## config.mk

```make
export PLATFORM = sky130hd
export DESIGN_NAME = csv_field_tokenizer
export DESIGN_NICKNAME = d
export VERILOG_FILES = /design/src/rtl/csvt_pkg.sv /design/src/rtl/csvt_cfg.sv /design/src/rtl/csvt_step.sv /design/src/rtl/csvt_outq.sv /design/src/rtl/csv_field_tokenizer.sv
export SDC_FILE = /design/constraint.sdc
export NUM_CORES = 1
export LEC_CHECK = 0
export BUFFER_PORTS_ARGS = -buffer_cell sky130_fd_sc_hd__buf_2
export CORE_MARGIN = 1.5
export CORE_UTILIZATION = 30
export CTS_BUF_LIST = sky130_fd_sc_hd__clkbuf_4 sky130_fd_sc_hd__clkbuf_8
export DETAILED_ROUTE_END_ITERATION = 6
export PLACE_DENSITY = 0.5
export SKIP_CTS_REPAIR_TIMING = 1
export SYNTH_ARGS = -nofsm -noshare
export SYNTH_HDL_FRONTEND = slang
export SYNTH_SLANG_ARGS = --single-unit
export TNS_END_PERCENT = 50
```

## constraint.sdc

```tcl
create_clock -name clk -period 6.1 [get_ports clk]
set_input_delay 1.83 -clock clk [delete_from_list [all_inputs] [get_ports clk]]
set_output_delay 1.83 -clock clk [all_outputs]
set_load 0.05 [all_outputs]
```

## src/rtl/csvt_pkg.sv

```systemverilog
package csvt_pkg;

  localparam int FIELD_LEN_BITS_DEF   = 16;
  localparam int FIELD_INDEX_BITS_DEF = 8;

  localparam logic [7:0] DELIM_RST = 8'd44;
  localparam logic [7:0] QUOTE_RST = 8'd34;
  localparam logic [7:0] CH_CR     = 8'd13;
  localparam logic [7:0] CH_LF     = 8'd10;

  localparam int CFG_ADDR_BITS = 3;
  localparam int CFG_DATA_BITS = 32;

  typedef enum logic [2:0] {
    EV_DATA      = 3'd0,
    EV_FIELD_END = 3'd1,
    EV_LINE_END  = 3'd2,
    EV_FINISH    = 3'd3,
    EV_ERROR     = 3'd4
  } event_kind_t;

  typedef enum logic [1:0] {
    ERR_NONE         = 2'd0,
    ERR_BAD_QUOTE    = 2'd1,
    ERR_UNTERMINATED = 2'd2
  } error_code_t;

  typedef enum logic {
    OP_TEXT = 1'b0,
    OP_END  = 1'b1
  } operation_t;

  typedef enum logic {
    REG_DELIMITER = 1'b0,
    REG_QUOTE     = 1'b1
  } reg_index_t;

  typedef enum logic [5:0] {
    PH_START    = 6'b000001,
    PH_PLAIN    = 6'b000010,
    PH_PLAIN_CR = 6'b000100,
    PH_QUOTED   = 6'b001000,
    PH_QSEEN    = 6'b010000,
    PH_QCR      = 6'b100000
  } phase_t;

  typedef struct packed {
    event_kind_t kind;
    logic [7:0]  data_byte;
    logic [7:0]  field_index;
    logic [15:0] field_length;
    logic        was_quoted;
    error_code_t error_code;
    logic        last;
  } result_t;

  typedef struct packed {
    result_t    r0;
    result_t    r1;
    logic [1:0] count;
  } result_pair_t;

  function automatic result_t res_data(input logic [7:0] b);
    result_t r;
    r           = '0;
    r.kind      = EV_DATA;
    r.data_byte = b;
    return r;
  endfunction

  function automatic result_t res_end(input logic line, input logic [7:0] idx,
                                      input logic [15:0] len, input logic q);
    result_t r;
    r              = '0;
    r.kind         = line ? EV_LINE_END : EV_FIELD_END;
    r.field_index  = idx;
    r.field_length = len;
    r.was_quoted   = q;
    return r;
  endfunction

  function automatic result_t res_error(input error_code_t code);
    result_t r;
    r            = '0;
    r.kind       = EV_ERROR;
    r.error_code = code;
    return r;
  endfunction

  function automatic result_t res_finish();
    result_t r;
    r      = '0;
    r.kind = EV_FINISH;
    return r;
  endfunction

endpackage

```

## src/rtl/csvt_cfg.sv

```systemverilog
module csvt_cfg
  import csvt_pkg::*;
(
  input  logic                     clk,
  input  logic                     rst_n,
  input  logic                     psel,
  input  logic                     penable,
  input  logic                     pwrite,
  input  logic [CFG_ADDR_BITS-1:0] paddr,
  input  logic [CFG_DATA_BITS-1:0] pwdata,
  output logic [CFG_DATA_BITS-1:0] prdata,
  output logic                     pready,
  output logic [7:0]               delim,
  output logic [7:0]               quote
);

  logic [7:0] delim_r;
  logic [7:0] quote_r;
  logic       wr_en;
  reg_index_t sel;

  assign pready = 1'b1;
  assign wr_en  = psel & penable & pwrite & pready;
  assign sel    = reg_index_t'(paddr[2]);

  always_ff @(posedge clk) begin
    if (!rst_n) begin
      delim_r <= DELIM_RST;
      quote_r <= QUOTE_RST;
    end else if (wr_en) begin
      unique case (sel)
        REG_DELIMITER: delim_r <= pwdata[7:0];
        REG_QUOTE:     quote_r <= pwdata[7:0];
        default:       delim_r <= delim_r;
      endcase
    end
  end

  always_comb begin
    unique case (sel)
      REG_DELIMITER: prdata = CFG_DATA_BITS'(delim_r);
      REG_QUOTE:     prdata = CFG_DATA_BITS'(quote_r);
      default:       prdata = '0;
    endcase
  end

  assign delim = delim_r;
  assign quote = quote_r;

endmodule

```

## src/rtl/csvt_step.sv

```systemverilog
module csvt_step
  import csvt_pkg::*;
#(
  parameter int FIELD_LEN_BITS   = FIELD_LEN_BITS_DEF,
  parameter int FIELD_INDEX_BITS = FIELD_INDEX_BITS_DEF
) (
  input  phase_t                      phase,
  input  logic [FIELD_INDEX_BITS-1:0] idx,
  input  logic [FIELD_LEN_BITS-1:0]   len,
  input  logic                        quoted,
  input  error_code_t                 err,
  input  operation_t                  op,
  input  logic [7:0]                  b,
  input  logic [7:0]                  delim,
  input  logic [7:0]                  quote,
  output phase_t                      phase_nxt,
  output logic [FIELD_INDEX_BITS-1:0] idx_nxt,
  output logic [FIELD_LEN_BITS-1:0]   len_nxt,
  output logic                        quoted_nxt,
  output error_code_t                 err_nxt,
  output result_pair_t                res
);

  logic [FIELD_LEN_BITS:0]     sum1;
  logic [FIELD_LEN_BITS:0]     sum2;
  logic [FIELD_LEN_BITS-1:0]   len_p1;
  logic [FIELD_LEN_BITS-1:0]   len_p2;
  logic [FIELD_INDEX_BITS-1:0] idx_inc;
  logic [31:0]                 len_w;
  logic [31:0]                 len_p1_w;
  logic [15:0]                 idx_w;
  logic [15:0]                 len16;
  logic [15:0]                 len16_p1;
  logic [7:0]                  idx8;
  result_t                     r0;
  result_t                     r1;
  logic [1:0]                  cnt;

  assign sum1   = {1'b0, len} + {{FIELD_LEN_BITS{1'b0}}, 1'b1};
  assign sum2   = {1'b0, len} + {{(FIELD_LEN_BITS-1){1'b0}}, 2'b10};
  assign len_p1 = sum1[FIELD_LEN_BITS] ? '1 : sum1[FIELD_LEN_BITS-1:0];
  assign len_p2 = sum2[FIELD_LEN_BITS] ? '1 : sum2[FIELD_LEN_BITS-1:0];

  assign idx_inc = (idx == '1) ? idx : idx + {{(FIELD_INDEX_BITS-1){1'b0}}, 1'b1};

  assign len_w    = 32'(len);
  assign len_p1_w = 32'(len_p1);
  assign idx_w    = 16'(idx);
  assign len16    = len_w[15:0];
  assign len16_p1 = len_p1_w[15:0];
  assign idx8     = idx_w[7:0];

  always_comb begin
    phase_nxt  = phase;
    idx_nxt    = idx;
    len_nxt    = len;
    quoted_nxt = quoted;
    err_nxt    = err;
    r0         = '0;
    r1         = '0;
    cnt        = 2'd0;

    if (err != ERR_NONE) begin
      r0  = res_error(err);
      cnt = 2'd1;
    end else if (op == OP_END) begin
      cnt = 2'd1;
      if (phase == PH_START) begin
        r0         = res_finish();
        idx_nxt    = '0;
        len_nxt    = '0;
        quoted_nxt = 1'b0;
      end else begin
        r0      = res_error(ERR_UNTERMINATED);
        err_nxt = ERR_UNTERMINATED;
      end
    end else begin
      unique case (phase)
        PH_START, PH_PLAIN: begin
          if (phase == PH_START && b == quote) begin
            quoted_nxt = 1'b1;
            phase_nxt  = PH_QUOTED;
          end else if (b == delim) begin
            r0         = res_end(1'b0, idx8, len16, quoted);
            cnt        = 2'd1;
            idx_nxt    = idx_inc;
            len_nxt    = '0;
            quoted_nxt = 1'b0;
            phase_nxt  = PH_START;
          end else if (b == CH_CR) begin
            phase_nxt = PH_PLAIN_CR;
          end else begin
            r0        = res_data(b);
            cnt       = 2'd1;
            len_nxt   = len_p1;
            phase_nxt = PH_PLAIN;
          end
        end
        PH_PLAIN_CR: begin
          if (b == CH_LF) begin
            r0         = res_end(1'b1, idx8, len16, quoted);
            cnt        = 2'd1;
            idx_nxt    = '0;
            len_nxt    = '0;
            quoted_nxt = 1'b0;
            phase_nxt  = PH_START;
          end else begin
            r0 = res_data(CH_CR);
            if (b == delim) begin
              r1         = res_end(1'b0, idx8, len16_p1, quoted);
              cnt        = 2'd2;
              idx_nxt    = idx_inc;
              len_nxt    = '0;
              quoted_nxt = 1'b0;
              phase_nxt  = PH_START;
            end else if (b == CH_CR) begin
              cnt       = 2'd1;
              len_nxt   = len_p1;
              phase_nxt = PH_PLAIN_CR;
            end else begin
              r1        = res_data(b);
              cnt       = 2'd2;
              len_nxt   = len_p2;
              phase_nxt = PH_PLAIN;
            end
          end
        end
        PH_QUOTED: begin
          if (b == quote) begin
            phase_nxt = PH_QSEEN;
          end else begin
            r0      = res_data(b);
            cnt     = 2'd1;
            len_nxt = len_p1;
          end
        end
        PH_QSEEN: begin
          if (b == quote) begin
            r0        = res_data(b);
            cnt       = 2'd1;
            len_nxt   = len_p2;
            phase_nxt = PH_QUOTED;
          end else if (b == delim) begin
            r0         = res_end(1'b0, idx8, len16, quoted);
            cnt        = 2'd1;
            idx_nxt    = idx_inc;
            len_nxt    = '0;
            quoted_nxt = 1'b0;
            phase_nxt  = PH_START;
          end else if (b == CH_CR) begin
            phase_nxt = PH_QCR;
          end else begin
            r0      = res_error(ERR_BAD_QUOTE);
            cnt     = 2'd1;
            err_nxt = ERR_BAD_QUOTE;
          end
        end
        PH_QCR: begin
          cnt = 2'd1;
          if (b == CH_LF) begin
            r0         = res_end(1'b1, idx8, len16, quoted);
            idx_nxt    = '0;
            len_nxt    = '0;
            quoted_nxt = 1'b0;
            phase_nxt  = PH_START;
          end else begin
            r0      = res_error(ERR_BAD_QUOTE);
            err_nxt = ERR_BAD_QUOTE;
          end
        end
        default: begin
          phase_nxt = PH_START;
        end
      endcase
    end

    if (cnt == 2'd2) begin
      r1.last = 1'b1;
    end else begin
      r0.last = 1'b1;
    end
  end

  assign res.r0    = r0;
  assign res.r1    = r1;
  assign res.count = cnt;

endmodule

```

## src/rtl/csvt_outq.sv

```systemverilog
module csvt_outq
  import csvt_pkg::*;
(
  input  logic         clk,
  input  logic         rst_n,
  input  result_pair_t push,
  input  logic         pop_ready,
  output result_t      head,
  output logic         head_valid,
  output logic         room
);

  localparam int DEPTH = 4;
  localparam int PTR_BITS = $clog2(DEPTH);

  result_t             mem_r [DEPTH];
  logic [PTR_BITS-1:0] wr_ptr_r;
  logic [PTR_BITS-1:0] wr_ptr_nxt;
  logic [PTR_BITS-1:0] rd_ptr_r;
  logic [PTR_BITS-1:0] rd_ptr_nxt;
  logic [PTR_BITS:0]   cnt_r;
  logic [PTR_BITS:0]   cnt_nxt;
  logic                pop;

  assign head_valid = (cnt_r != '0);
  assign head       = mem_r[rd_ptr_r];
  assign pop        = head_valid & pop_ready;
  assign room       = (cnt_r <= (PTR_BITS+1)'(DEPTH - 2));

  assign wr_ptr_nxt = wr_ptr_r + PTR_BITS'(push.count);
  assign rd_ptr_nxt = rd_ptr_r + PTR_BITS'(pop);
  assign cnt_nxt    = cnt_r + (PTR_BITS+1)'(push.count) - (PTR_BITS+1)'(pop);

  always_ff @(posedge clk) begin
    if (push.count != 2'd0) begin
      mem_r[wr_ptr_r] <= push.r0;
    end
    if (push.count == 2'd2) begin
      mem_r[wr_ptr_r + PTR_BITS'(1)] <= push.r1;
    end
  end

  always_ff @(posedge clk) begin
    if (!rst_n) begin
      wr_ptr_r <= '0;
      rd_ptr_r <= '0;
      cnt_r    <= '0;
    end else begin
      wr_ptr_r <= wr_ptr_nxt;
      rd_ptr_r <= rd_ptr_nxt;
      cnt_r    <= cnt_nxt;
    end
  end

endmodule

```

## src/rtl/csv_field_tokenizer.sv

```systemverilog
// Each accepted item writes its results into a registered 4-entry result queue.
// Throughput: one item per cycle while the queue holds at most two entries; an
// item that gives two results puts both in the queue, and the output shows them in turn.
// Reset (rst_n low, synchronous): parser returns to field start, counters and
// sticky error clear, registers return to comma and double quote, queue empties.
module csv_field_tokenizer
  import csvt_pkg::*;
#(
  parameter int FIELD_LEN_BITS   = FIELD_LEN_BITS_DEF,
  parameter int FIELD_INDEX_BITS = FIELD_INDEX_BITS_DEF
) (
  input  logic                     clk,
  input  logic                     rst_n,
  input  logic                     in_tvalid,
  output logic                     in_tready,
  input  logic [7:0]               in_tdata,   // data_byte[7:0]
  input  logic [0:0]               in_tuser,   // operation[0]
  output logic                     out_tvalid,
  input  logic                     out_tready,
  output logic [39:0]              out_tdata,  // out_byte[7:0], field_index[15:8],
                                               // field_length[31:16], was_quoted[32],
                                               // error_code[34:33], zero[39:35]
  output logic [2:0]               out_tuser,  // event_kind[2:0]
  output logic                     out_tlast,
  input  logic                     cfg_psel,
  input  logic                     cfg_penable,
  input  logic                     cfg_pwrite,
  input  logic [CFG_ADDR_BITS-1:0] cfg_paddr,
  input  logic [CFG_DATA_BITS-1:0] cfg_pwdata,
  output logic [CFG_DATA_BITS-1:0] cfg_prdata,
  output logic                     cfg_pready
);

  phase_t                      phase_r;
  phase_t                      phase_nxt;
  logic [FIELD_INDEX_BITS-1:0] idx_r;
  logic [FIELD_INDEX_BITS-1:0] idx_nxt;
  logic [FIELD_LEN_BITS-1:0]   len_r;
  logic [FIELD_LEN_BITS-1:0]   len_nxt;
  logic                        quoted_r;
  logic                        quoted_nxt;
  error_code_t                 err_r;
  error_code_t                 err_nxt;
  logic [7:0]                  delim;
  logic [7:0]                  quote;
  result_pair_t                step_res;
  result_pair_t                push;
  result_t                     head;
  logic                        room;
  logic                        accept;

  csvt_cfg u_cfg (
    .clk     (clk),
    .rst_n   (rst_n),
    .psel    (cfg_psel),
    .penable (cfg_penable),
    .pwrite  (cfg_pwrite),
    .paddr   (cfg_paddr),
    .pwdata  (cfg_pwdata),
    .prdata  (cfg_prdata),
    .pready  (cfg_pready),
    .delim   (delim),
    .quote   (quote)
  );

  csvt_step #(
    .FIELD_LEN_BITS   (FIELD_LEN_BITS),
    .FIELD_INDEX_BITS (FIELD_INDEX_BITS)
  ) u_step (
    .phase      (phase_r),
    .idx        (idx_r),
    .len        (len_r),
    .quoted     (quoted_r),
    .err        (err_r),
    .op         (operation_t'(in_tuser[0])),
    .b          (in_tdata),
    .delim      (delim),
    .quote      (quote),
    .phase_nxt  (phase_nxt),
    .idx_nxt    (idx_nxt),
    .len_nxt    (len_nxt),
    .quoted_nxt (quoted_nxt),
    .err_nxt    (err_nxt),
    .res        (step_res)
  );

  assign in_tready = room;
  assign accept    = in_tvalid & in_tready;

  always_comb begin
    push = step_res;
    if (!accept) begin
      push.count = 2'd0;
    end
  end

  always_ff @(posedge clk) begin
    if (!rst_n) begin
      phase_r  <= PH_START;
      idx_r    <= '0;
      len_r    <= '0;
      quoted_r <= 1'b0;
      err_r    <= ERR_NONE;
    end else if (accept) begin
      phase_r  <= phase_nxt;
      idx_r    <= idx_nxt;
      len_r    <= len_nxt;
      quoted_r <= quoted_nxt;
      err_r    <= err_nxt;
    end
  end

  csvt_outq u_outq (
    .clk        (clk),
    .rst_n      (rst_n),
    .push       (push),
    .pop_ready  (out_tready),
    .head       (head),
    .head_valid (out_tvalid),
    .room       (room)
  );

  assign out_tdata = {5'b0, head.error_code, head.was_quoted, head.field_length,
                      head.field_index, head.data_byte};
  assign out_tuser = head.kind;
  assign out_tlast = head.last;

endmodule

```

==> results of run 1 <==
## cell type report
class / instances / area [sq um] / share of cell area
multi-input cells: 767 / 5440 / 0.413
well taps: 511 / 639 / 0.0486
repair buffers: 105 / 631 / 0.0480
inverters: 16 / 60.1 / 0.00457
flip-flops and latches: 212 / 5650 / 0.430
clock inverters: 15 / 98.8 / 0.00752
clock buffers: 52 / 634 / 0.0482
## flip-flops by register name, indices dropped and copies added (netlist names)
name and flops:
err_r 2, u_outq.wr_ptr_r 2, u_cfg.delim 8, phase_r 6, u_cfg.quote 8, quoted_r 1
len_r 16, u_outq.cnt_r 3, idx_r 8, u_outq.mem_r 156, u_outq.rd_ptr_r 2
## where the power goes
part	internal [mW]	total (mW)	switching (mW)
sequential	1.72	1.83	0.112
clock	0.717	1.31	0.597
combinational	0.450	1.46	1.01
total	2.88	4.61	1.72
## final timing paths
| path | start | end | slack (ps) | depth (start not counted) |
|---|---|---|---|---|
| setup reg to reg | phase_r[2] | u_outq.mem_r[3][22] | 2530 | 8 |
| hold reg to reg | u_outq.mem_r[0][1] | u_outq.mem_r[0][1] | 470 | 2 |
| hold / removal | u_outq.mem_r[0][1] | u_outq.mem_r[0][1] | 470 | 2 |
| setup / recovery | in_tdata[4] | u_outq.mem_r[2][36] | 1490 | 9 |
## kinds of logic after synthesis
| group | count (synthesis) | synth area share |
|---|---|---|
| DFF | 212 | 0.486 |
| adders and majority gates | 10 | 0.0112 |
| and+or+nand+nor | 318 | 0.134 |
| muxes | 60 | 0.0946 |
| xor gates and xnor gates | 51 | 0.0385 |
| buffers and inverters | 132 | 0.0553 |
| other | 2 | 0.000647 |
| AOI/OAI and AO/OA | 298 | 0.179 |
## worst reg2reg max path: stages (launching register included)
cell	delay [ps]
sky130_fd_sc_hd__dfxtp_1	510
sky130_fd_sc_hd__nor4b_1	470
sky130_fd_sc_hd__nand2_1	210
sky130_fd_sc_hd__nor3_4	410
sky130_fd_sc_hd__nand3_1	390
sky130_fd_sc_hd__or3b_1	450
sky130_fd_sc_hd__buf_4	200
sky130_fd_sc_hd__nand2_2	230
sky130_fd_sc_hd__buf_4	350
## cell usage in the layout, fill, tap and decap left out, types with 12 or more instances in the layout
cell type                   instances
sky130_fd_sc_hd__nand3_1           20
sky130_fd_sc_hd__nand4_1           14
sky130_fd_sc_hd__a21boi_0          42
sky130_fd_sc_hd__nand2_1          140
sky130_fd_sc_hd__edfxtp_1         140
sky130_fd_sc_hd__conb_1            30
sky130_fd_sc_hd__clkbuf_4          13
sky130_fd_sc_hd__a21oi_1           47
sky130_fd_sc_hd__o21ai_1           17
sky130_fd_sc_hd__xnor2_1           39
sky130_fd_sc_hd__dfxtp_1           70
sky130_fd_sc_hd__o2bb2ai_1         21
sky130_fd_sc_hd__nor3_1            20
sky130_fd_sc_hd__buf_2             73
sky130_fd_sc_hd__o21ai_0           27
sky130_fd_sc_hd__inv_1             15
sky130_fd_sc_hd__o22ai_1           40
sky130_fd_sc_hd__nor2_1            41
sky130_fd_sc_hd__and2_1            14
sky130_fd_sc_hd__xor2_1            12
sky130_fd_sc_hd__a21boi_1          26
sky130_fd_sc_hd__clkbuf_8          39
sky130_fd_sc_hd__mux4_2            39
sky130_fd_sc_hd__a31oi_1           12
sky130_fd_sc_hd__mux2i_1           13
sky130_fd_sc_hd__buf_4             30
## per-layer routing
metal,GRT usage,share of wire,up-vias
li1,-,-,4139
met1,0.230,0.45,4199
met2,0.275,0.47,282
met3,0.0289,0.056,54
met4,0.0588,0.024,0
met5,0,0,-
==> results.md, run 1 <==
Yosys:
- After synthesis the netlist holds a flip-flop and latch count of 212.
- Among all flip-flop cells after synthesis, the most frequent one is sky130_fd_sc_hd__edfxtp_1.
- Of the post-synthesis cell area, the dominant cell type holds 0.362.
- In this run, distinct cell masters in the synthesized netlist total 76.
- Synthesis produced a netlist whose cell count is 1083.
- In this run, synthesis inferred 140 flip-flops with an integrated enable.
- The biggest area contributor in the post-synthesis netlist is sky130_fd_sc_hd__edfxtp_1.
- The commonest cells after synthesis are sky130_fd_sc_hd__nand2_1, sky130_fd_sc_hd__edfxtp_1, sky130_fd_sc_hd__dfxtp_1.
- The synthesized area per cell is 10.7 sq um.
- The async set-or-reset flop fraction in the synthesized netlist is 0.
- Of the synthesized area, sequential elements account for 0.486.
- In this run the cell area of the synthesized design comes to 11600 sq um.
- Sorting the synthesized cells by area gives the leading types as sky130_fd_sc_hd__edfxtp_1, sky130_fd_sc_hd__dfxtp_1, sky130_fd_sc_hd__mux4_2.
- During synthesis, Yosys emitted a total of 0 warnings.
- The most frequently used cell type in the post-synthesis netlist is sky130_fd_sc_hd__nand2_1.

Clock tree:
- The CTS buffer count is 39.
- The clock latency on the worst-skew pair is 550 ps.
- The CTS tree is yes.
- Counting every sink on the clock net gives 212.
- The H-tree generated during clock tree synthesis spans 2 levels.
- The clock input transition at the sequential cells of the worst setup and hold paths is 60 ps.
- No sink is reached through more buffers than the 3 on the longest clock path.
- The tree is rooted in a sky130_fd_sc_hd__clkbuf_8.

STA:
- Setup violations remaining at the end of the flow were counted as 0.
- The clock period minus worst slack is 4610 ps.
- The number of hold violations in the final report is 0.
- The worst pin sits at a relative slew slack of 0.386.
- Setup repair after global routing left no endpoint under its margin.
- For this run, the top clock speed supported by timing is 0.217 GHz.
- At the pin with the least slew margin, the transition time is 921 ps.
- The worst clock skew is 33.8 ps.
- The period utilization is 0.755.
- The number of max-slew violations in the final report is 0.
- Final hold analysis gives a worst-case slack of 466 ps.
- The setup TNS after final layout is 0 ps.
- The least setup slack across all paths after layout is 1490 ps.

Placement:
- The quantity of I/O buffers inserted on ports is 73.
- Once placement finished, the instance area stood at 12400 sq um.
- The total half-perimeter wirelength after legalization and detailed placement is 23100 um.
- The final weighted congestion in routability-driven placement is 0.841.
- The worst slack at placement is 1000 ps.
- The number of placed cells counting well taps is 1611.

Die:
- For this design the top-level I/O count stands at 130.
- The area of the core is 37800 sq um.
- The effective utilization at floorplan is 0.307.
- The floorplan has 71 rows.
- The die outline area is 39900 sq um.
- The horizontal die dimension is 200 um.
- The die extent in y is 200 um.

Cells and area:
- The post-route cell area is 13100 sq um.
- 0 antenna diodes ended up in the layout.
- The filler cell count is 3913.
- For this run, the post-layout net count is 1201.
- In the final layout, the share of cells above drive strength 1 is 0.201.
- Once layout is complete, the utilization of the core stands at 0.347.
- The final instance count without filler cells is 1678.
- The area growth from synthesis to layout is 13.2%.

Global route:
- The via count of the first global-routing pass is 8555.
- Entering global routing, the biggest net connects 38 pins.
- The first global-routing pass estimated 51100 um of wire.
- After global routing the overflow that remains totals 0.
- The aggregate global-route resource usage is 0.170.
- The initial antenna violation count came to 0.

Drt:
- Using the TritonRoute via totals, the vias-per-cell ratio works out to 5.17.
- For this block, the routed nets add up to 33800 um of wire.
- The count of antenna-violating nets left after detailed routing is 0.
- The iteration-0 DRC count of the detailed router is 577.
- The number of detailed-route iterations in the first pass is 5.
- After detailed routing, the number of remaining DRC violations is 0.
- The wire length per cell after detailed routing is 20.1 um.
- The via count is 8674.

Min path:
- The path class of the lowest-slack min-delay path is reg -> reg.

Critical path:
- The cell family contributing the most delay on the critical path is compound AO/OA/AOI/OAI gates.
- The highest fanout seen on the critical path is 13.
- Walking the worst path, the cells encountered are buf_2, xnor2_1, nand4_1, or2_2, a31oi_1, nand3_2, o21ai_2, buf_4, a22oi_1.
- The worst setup path is launched from an input pin.
- Together, buffers and inverters on the worst path number 2.
- In this design, the stage delay of the slowest critical-path cell is 590 ps.
- Data arrives at the worst endpoint at 4850 ps.
- Among all stages on the critical path, the largest delay is contributed by sky130_fd_sc_hd__o21ai_2.
- The worst setup path is of the in -> reg kind.
- The critical path endpoint category is a flip-flop.
- The required time at the endpoint of the critical path is 6350 ps.

Power and ir drop:
- The total power consumption of the routed design is 4.61 mW.
- In this run the power density over the cells is 350 nW/um^2.
- The highest ir drop seen on vdd is 0.174 mV.
- In this run the static leakage power is 4.22 nW.

Outcome:
- The flow ran to the end, and the final reports show no timing, DRC or antenna violations.

Job:
- Max-cap violations in this run came to 0.
Power figures use the tool's default switching activity.
==> run 2, diff against run 1 <==
--- a/config.mk
+++ b/config.mk
@@ -5,12 +5,13 @@
 export SDC_FILE = /design/constraint.sdc
 export NUM_CORES = 1
 export LEC_CHECK = 0
+export ABC_AREA = 1
 export BUFFER_PORTS_ARGS = -buffer_cell sky130_fd_sc_hd__buf_2
 export CORE_MARGIN = 1.5
 export CORE_UTILIZATION = 30
 export CTS_BUF_LIST = sky130_fd_sc_hd__clkbuf_4 sky130_fd_sc_hd__clkbuf_8
 export DETAILED_ROUTE_END_ITERATION = 6
-export PLACE_DENSITY = 0.5
+export PLACE_DENSITY = 0.52
 export SKIP_CTS_REPAIR_TIMING = 1
 export SYNTH_ARGS = -nofsm -noshare
 export SYNTH_HDL_FRONTEND = slang
==> constraint.sdc (replaced) <==
create_clock -name clk -period 3.95 [get_ports clk]
set_input_delay 1.185 -clock clk [delete_from_list [all_inputs] [get_ports clk]]
set_output_delay 1.185 -clock clk [all_outputs]
set_load 0.05 [all_outputs]
==> run 2 against run 1 <==
First-iteration DRC count grew 67%. Cell count grew 29%. Worst setup slack lost 1200 ps. Critical endpoint is now out_tdata[24]. Largest power group is now combinational logic. Highest routed layer unchanged.
==> results.md, run 2 <==
Die:
- The horizontal die dimension came to 204 um (was 200 um).
- The die extent in y is 204 um (was 200 um).
- The number of top-level design ports came to 130 (unchanged).
- The number of placement rows is 73 (was 71).
- The die outline area is 41500 sq um (was 39900 sq um).
- The area of the core was 39700 sq um (was 37800 sq um).
- The effective utilization at floorplan is 0.304 (was 0.307).

STA:
- The worst max-slew margin expressed relative to the limit came to 0.483 (was 0.386).
- The clock period minus worst slack is 3660 ps.
- The count of endpoints failing setup in the final report is 0 (unchanged).
- The worst clock skew is 21.4 ps (was 33.8 ps).
- The number of hold violations in the final report was 0 (unchanged).
- The least setup slack across all paths after layout was 287 ps (was 1490 ps).
- The smallest hold slack is 468 ps (was 466 ps).
- The timing-limited maximum frequency is 0.273 GHz.
- The transition time at the pin with the least slew margin is 768 ps (was 921 ps).
- The period utilization is 0.927.
- Setup repair after global routing missed its margin: false (unchanged).
- The number of max-slew violations in the final report is 0 (unchanged).
- The setup TNS after final layout is 0 ps (unchanged).

Critical path:
- The kind of critical path is reg -> out (was in -> reg).
- The critical path endpoint category is an output port (was flip-flop).
- Cells along the critical path: buf_4, buf_4, o21ai_0, o22ai_1, buf_2 (was buf_2, xnor2_1, nand4_1, or2_2, a31oi_1, nand3_2, o21ai_2, buf_4, a22oi_1).
- The critical path's top delay family is buffers and inverters (was compound AO/OA/AOI/OAI gates).
- The critical register-to-register path startpoint was phase_r[2] (unchanged).
- The critical path buffer and inverter count is 3 (was 2).
- The highest fanout seen on the critical path came to 33 (was 13).
- The worst setup path startpoint is u_outq.rd_ptr_r[0] (was in_tdata[4]).
- The required time at the endpoint of the critical path came to 2760 ps (was 6350 ps).
- The arrival time at the worst endpoint is 2480 ps (was 4850 ps).
- The cell type with the highest occurrence count on the critical path is sky130_fd_sc_hd__buf_4.
- The kind of start point of the critical path was a flip-flop (was input pin).
- The maximum single-stage delay on the critical path is 410 ps (was 590 ps).
- The slowest library cell on the worst path was sky130_fd_sc_hd__buf_4 (was sky130_fd_sc_hd__o21ai_2).

Min path:
- The source of the worst hold timing path is u_outq.mem_r[3][38] (was u_outq.mem_r[0][1]).
- The path class of the lowest-slack min-delay path is reg -> reg (unchanged).

Global route:
- The largest net degree at the start of global routing was 65 (was 38).
- The via count of the first global-routing pass is 10900 (was 8555).
- The aggregate global-route resource usage came to 0.192 (was 0.170).
- The global-route wire length before repair is 62100 um (was 51100 um).
- The remaining global-route overflow is 0 (unchanged).
- The initial antenna violation count is 0 (unchanged).

Yosys:
- The sequential fraction of the synthesis area is 0.467 (was 0.486).
- The number of distinct library cell variants in the gate-level netlist after synthesis was 44 (was 76).
- The synthesized netlist cell count came to 1535 (was 1083).
- The portion of synthesized cell area occupied by the leading cell type was 0.348 (was 0.362).
- The count of flip-flops with a built-in enable after synthesis is 140 (unchanged).
- Dominant cells by area after synthesis: sky130_fd_sc_hd__edfxtp_1, sky130_fd_sc_hd__dfxtp_1, sky130_fd_sc_hd__nand2_1 (was sky130_fd_sc_hd__edfxtp_1, sky130_fd_sc_hd__dfxtp_1, sky130_fd_sc_hd__mux4_2).
- The cell taking the most area after synthesis is sky130_fd_sc_hd__edfxtp_1 (unchanged).
- The post-synthesis cell area is 12100 sq um (was 11600 sq um).
- The number of synthesized register bits was 212 (unchanged).
- The async set-or-reset flop fraction in the synthesized netlist is 0 (unchanged).
- The most used flip-flop cell after synthesis is sky130_fd_sc_hd__edfxtp_1 (unchanged).
- The number of warning messages in the yosys log is 0 (unchanged).
- The synthesized area per cell is 7.88 sq um (was 10.7 sq um).
- The most frequently used cell type in the post-synthesis netlist is sky130_fd_sc_hd__nand2_1 (unchanged).
- Most used standard cells in the synthesized netlist: sky130_fd_sc_hd__nand2_1, sky130_fd_sc_hd__nor2_1, sky130_fd_sc_hd__o21ai_0 (was sky130_fd_sc_hd__nand2_1, sky130_fd_sc_hd__edfxtp_1, sky130_fd_sc_hd__dfxtp_1).

Cells and area:
- Most frequent cells in the layout: sky130_fd_sc_hd__nand2_1, sky130_fd_sc_hd__nor2_1, sky130_fd_sc_hd__o21ai_0, sky130_fd_sc_hd__edfxtp_1, sky130_fd_sc_hd__o22ai_1 (was sky130_fd_sc_hd__nand2_1, sky130_fd_sc_hd__edfxtp_1, sky130_fd_sc_hd__buf_2, sky130_fd_sc_hd__dfxtp_1, sky130_fd_sc_hd__a21oi_1).
- The area growth from synthesis to layout came to 15.8% (was 13.2%).
- The library cell used most frequently in the layout, excluding fill and tap cells, is sky130_fd_sc_hd__nand2_1.
- The largest register by flop count is u_outq.mem_r (unchanged).
- Registers with the most flip-flops: u_outq.mem_r: 156 flops, len_r: 16 flops (unchanged).
- The final design utilization came to 0.352 (was 0.347).
- The fraction of layout instances using a drive strength above 1 is 0.138 (was 0.201).
- The net count of the finished layout is 1672 (was 1201).
- The final instance count without filler cells came to 2169 (was 1678).
- The number of flip-flops in the largest register is 156 (unchanged).
- The count of inserted antenna diode cells was 0 (unchanged).
- The filler cell count is 4165 (was 3913).

Drt:
- The wire length per cell after detailed routing is 18.6 um (was 20.1 um).
- The via count is 11300 (was 8674).
- The post-detailed-routing wire length was 40300 um (was 33800 um).
- The number of design rule violations left after detail routing was 0 (unchanged).
- The average vias per placed instance is 5.22 (was 5.17).
- The iteration-0 DRC count of the detailed router is 966 (was 577).
- The number of detailed-route iterations in the first pass is 5 (unchanged).
- The count of antenna-violating nets left after detailed routing came to 0 (unchanged).

Clock tree:
- The CTS tree is yes (unchanged).
- The CTS buffer count came to 40 (was 39).
- The maximum number of buffers from clock root to sink is 3 (unchanged).
- The clock input transition at the sequential cells of the worst setup and hold paths is 60 ps (about the same).
- The clock latency on the worst-skew pair is 560 ps (was 550 ps).
- The H-tree depth reported by CTS is 2 (unchanged).
- The TritonCTS sink count is 212 (unchanged).
- The clock root buffer is sky130_fd_sc_hd__clkbuf_8 (unchanged).

Placement:
- The worst slack at placement is 200 ps (was 1000 ps).
- The number of placed cells counting well taps is 2095 (was 1611).
- The total half-perimeter wirelength after legalization and detailed placement was 25800 um (was 23100 um).
- The final weighted congestion in routability-driven placement is 0.933 (was 0.841).
- The quantity of I/O buffers inserted on ports came to 73 (unchanged).

Power and ir drop:
- The leakage power figure is 5.39 nW (was 4.22 nW).
- The switching portion of total power came to 0.448 (was 0.374).
- The proportion of power drawn by the clock network is 0.254 (was 0.285).
- The total power density per cell area is 638 nW/um^2 (was 350 nW/um^2).
- The portion of total power attributed to combinational logic is 0.421 (was 0.318).
- The portion of total power attributed to sequential cells is 0.325 (was 0.397).
- The highest ir drop seen on vdd is 0.328 mV (was 0.174 mV).
- The switching power was 4.00 mW (was 1.72 mW).
- The internal power came to 4.93 mW (was 2.88 mW).

Outcome:
- Outcome: finished, final reports clean (unchanged).

Job:
- The max-cap violation count is 0 (unchanged).
[run 2: cell type report]
cell class | instances | area (sq um) | share of cell area
flip-flops and latches | 212 | 5650 | 0.403
multi-input cells | 1123 | 5530 | 0.395
repair buffers | 127 | 921 | 0.0658
clock buffers | 54 | 668 | 0.0477
well taps | 525 | 657 | 0.0469
inverters | 108 | 405 | 0.0290
clock inverters | 20 | 170 | 0.0122
[run 2: power groups by stage]
stage / registers (mW) / logic (mW) / clock network, mW
3_5_place_dp: 2.94 / 3.78 / 0
6_report: 2.91 / 3.76 / 2.27
5_1_grt: 2.94 / 4.08 / 2.41
3_3_place_gp: 2.94 / 3.75 / 0
2_1_floorplan: 2.89 / 2.73 / 0
4_1_cts: 2.90 / 3.79 / 2.32
[run 2: worst register-to-register path, cell delays in order (launching register included)]
cell                      delay (ps)
sky130_fd_sc_hd__dfxtp_1         340
sky130_fd_sc_hd__nor2_2          160
sky130_fd_sc_hd__nand2_1         140
sky130_fd_sc_hd__nor3_4          340
sky130_fd_sc_hd__nor2_1          120
sky130_fd_sc_hd__nand2_1         450
sky130_fd_sc_hd__inv_1           460
sky130_fd_sc_hd__o21ai_0         460
sky130_fd_sc_hd__inv_1            70
sky130_fd_sc_hd__nand2_1          60
sky130_fd_sc_hd__nand2_1          50
sky130_fd_sc_hd__nand2_1          60
sky130_fd_sc_hd__a21oi_1          60
[run 2: final timing paths]
path	endpoint	slack [ps]	cells after the start
min reg2reg	u_outq.mem_r[3][38]	470	2
min	u_outq.mem_r[3][38]	470	2
max reg2reg	len_r[15]	1060	12
max	out_tdata[24]	290	5
[run 2: routing by layer]
metal / share of wire / vias to the layer above / GRT usage
met5: 0 / - / 0
met4: 0.023 / 0 / 0.0638
met3: 0.071 / 68 / 0.0315
met2: 0.46 / 419 / 0.315
met1: 0.45 / 5367 / 0.258
li1: - / 5468 / -
[run 2: cell families (layout without fill, tap and decap cells)]
| family | count (synthesis) | in the layout | synth area share |
|---|---|---|---|
| AO/OA/AOI/OAI | 423 | 423 | 0.198 |
| XOR/XNOR | 20 | 20 | 0.0145 |
| adder cells (fa/ha/maj) | 9 | 9 | 0.00994 |
| buffers and inverters | 228 | 309 | 0.0849 |
| flip-flops | 212 | 212 | 0.467 |
| other | 2 | 30 | 0.000621 |
| AND/OR/NAND/NOR | 641 | 641 | 0.226 |
[run 2: metrics by stage]
stage               cell area [sq um]  power, mW
finish                          14000       8.93
global route                    14000       9.43
CTS                             14000       9.01
detailed placement              13200       6.72
global placement                13200       6.69
floorplan                       12200       5.62
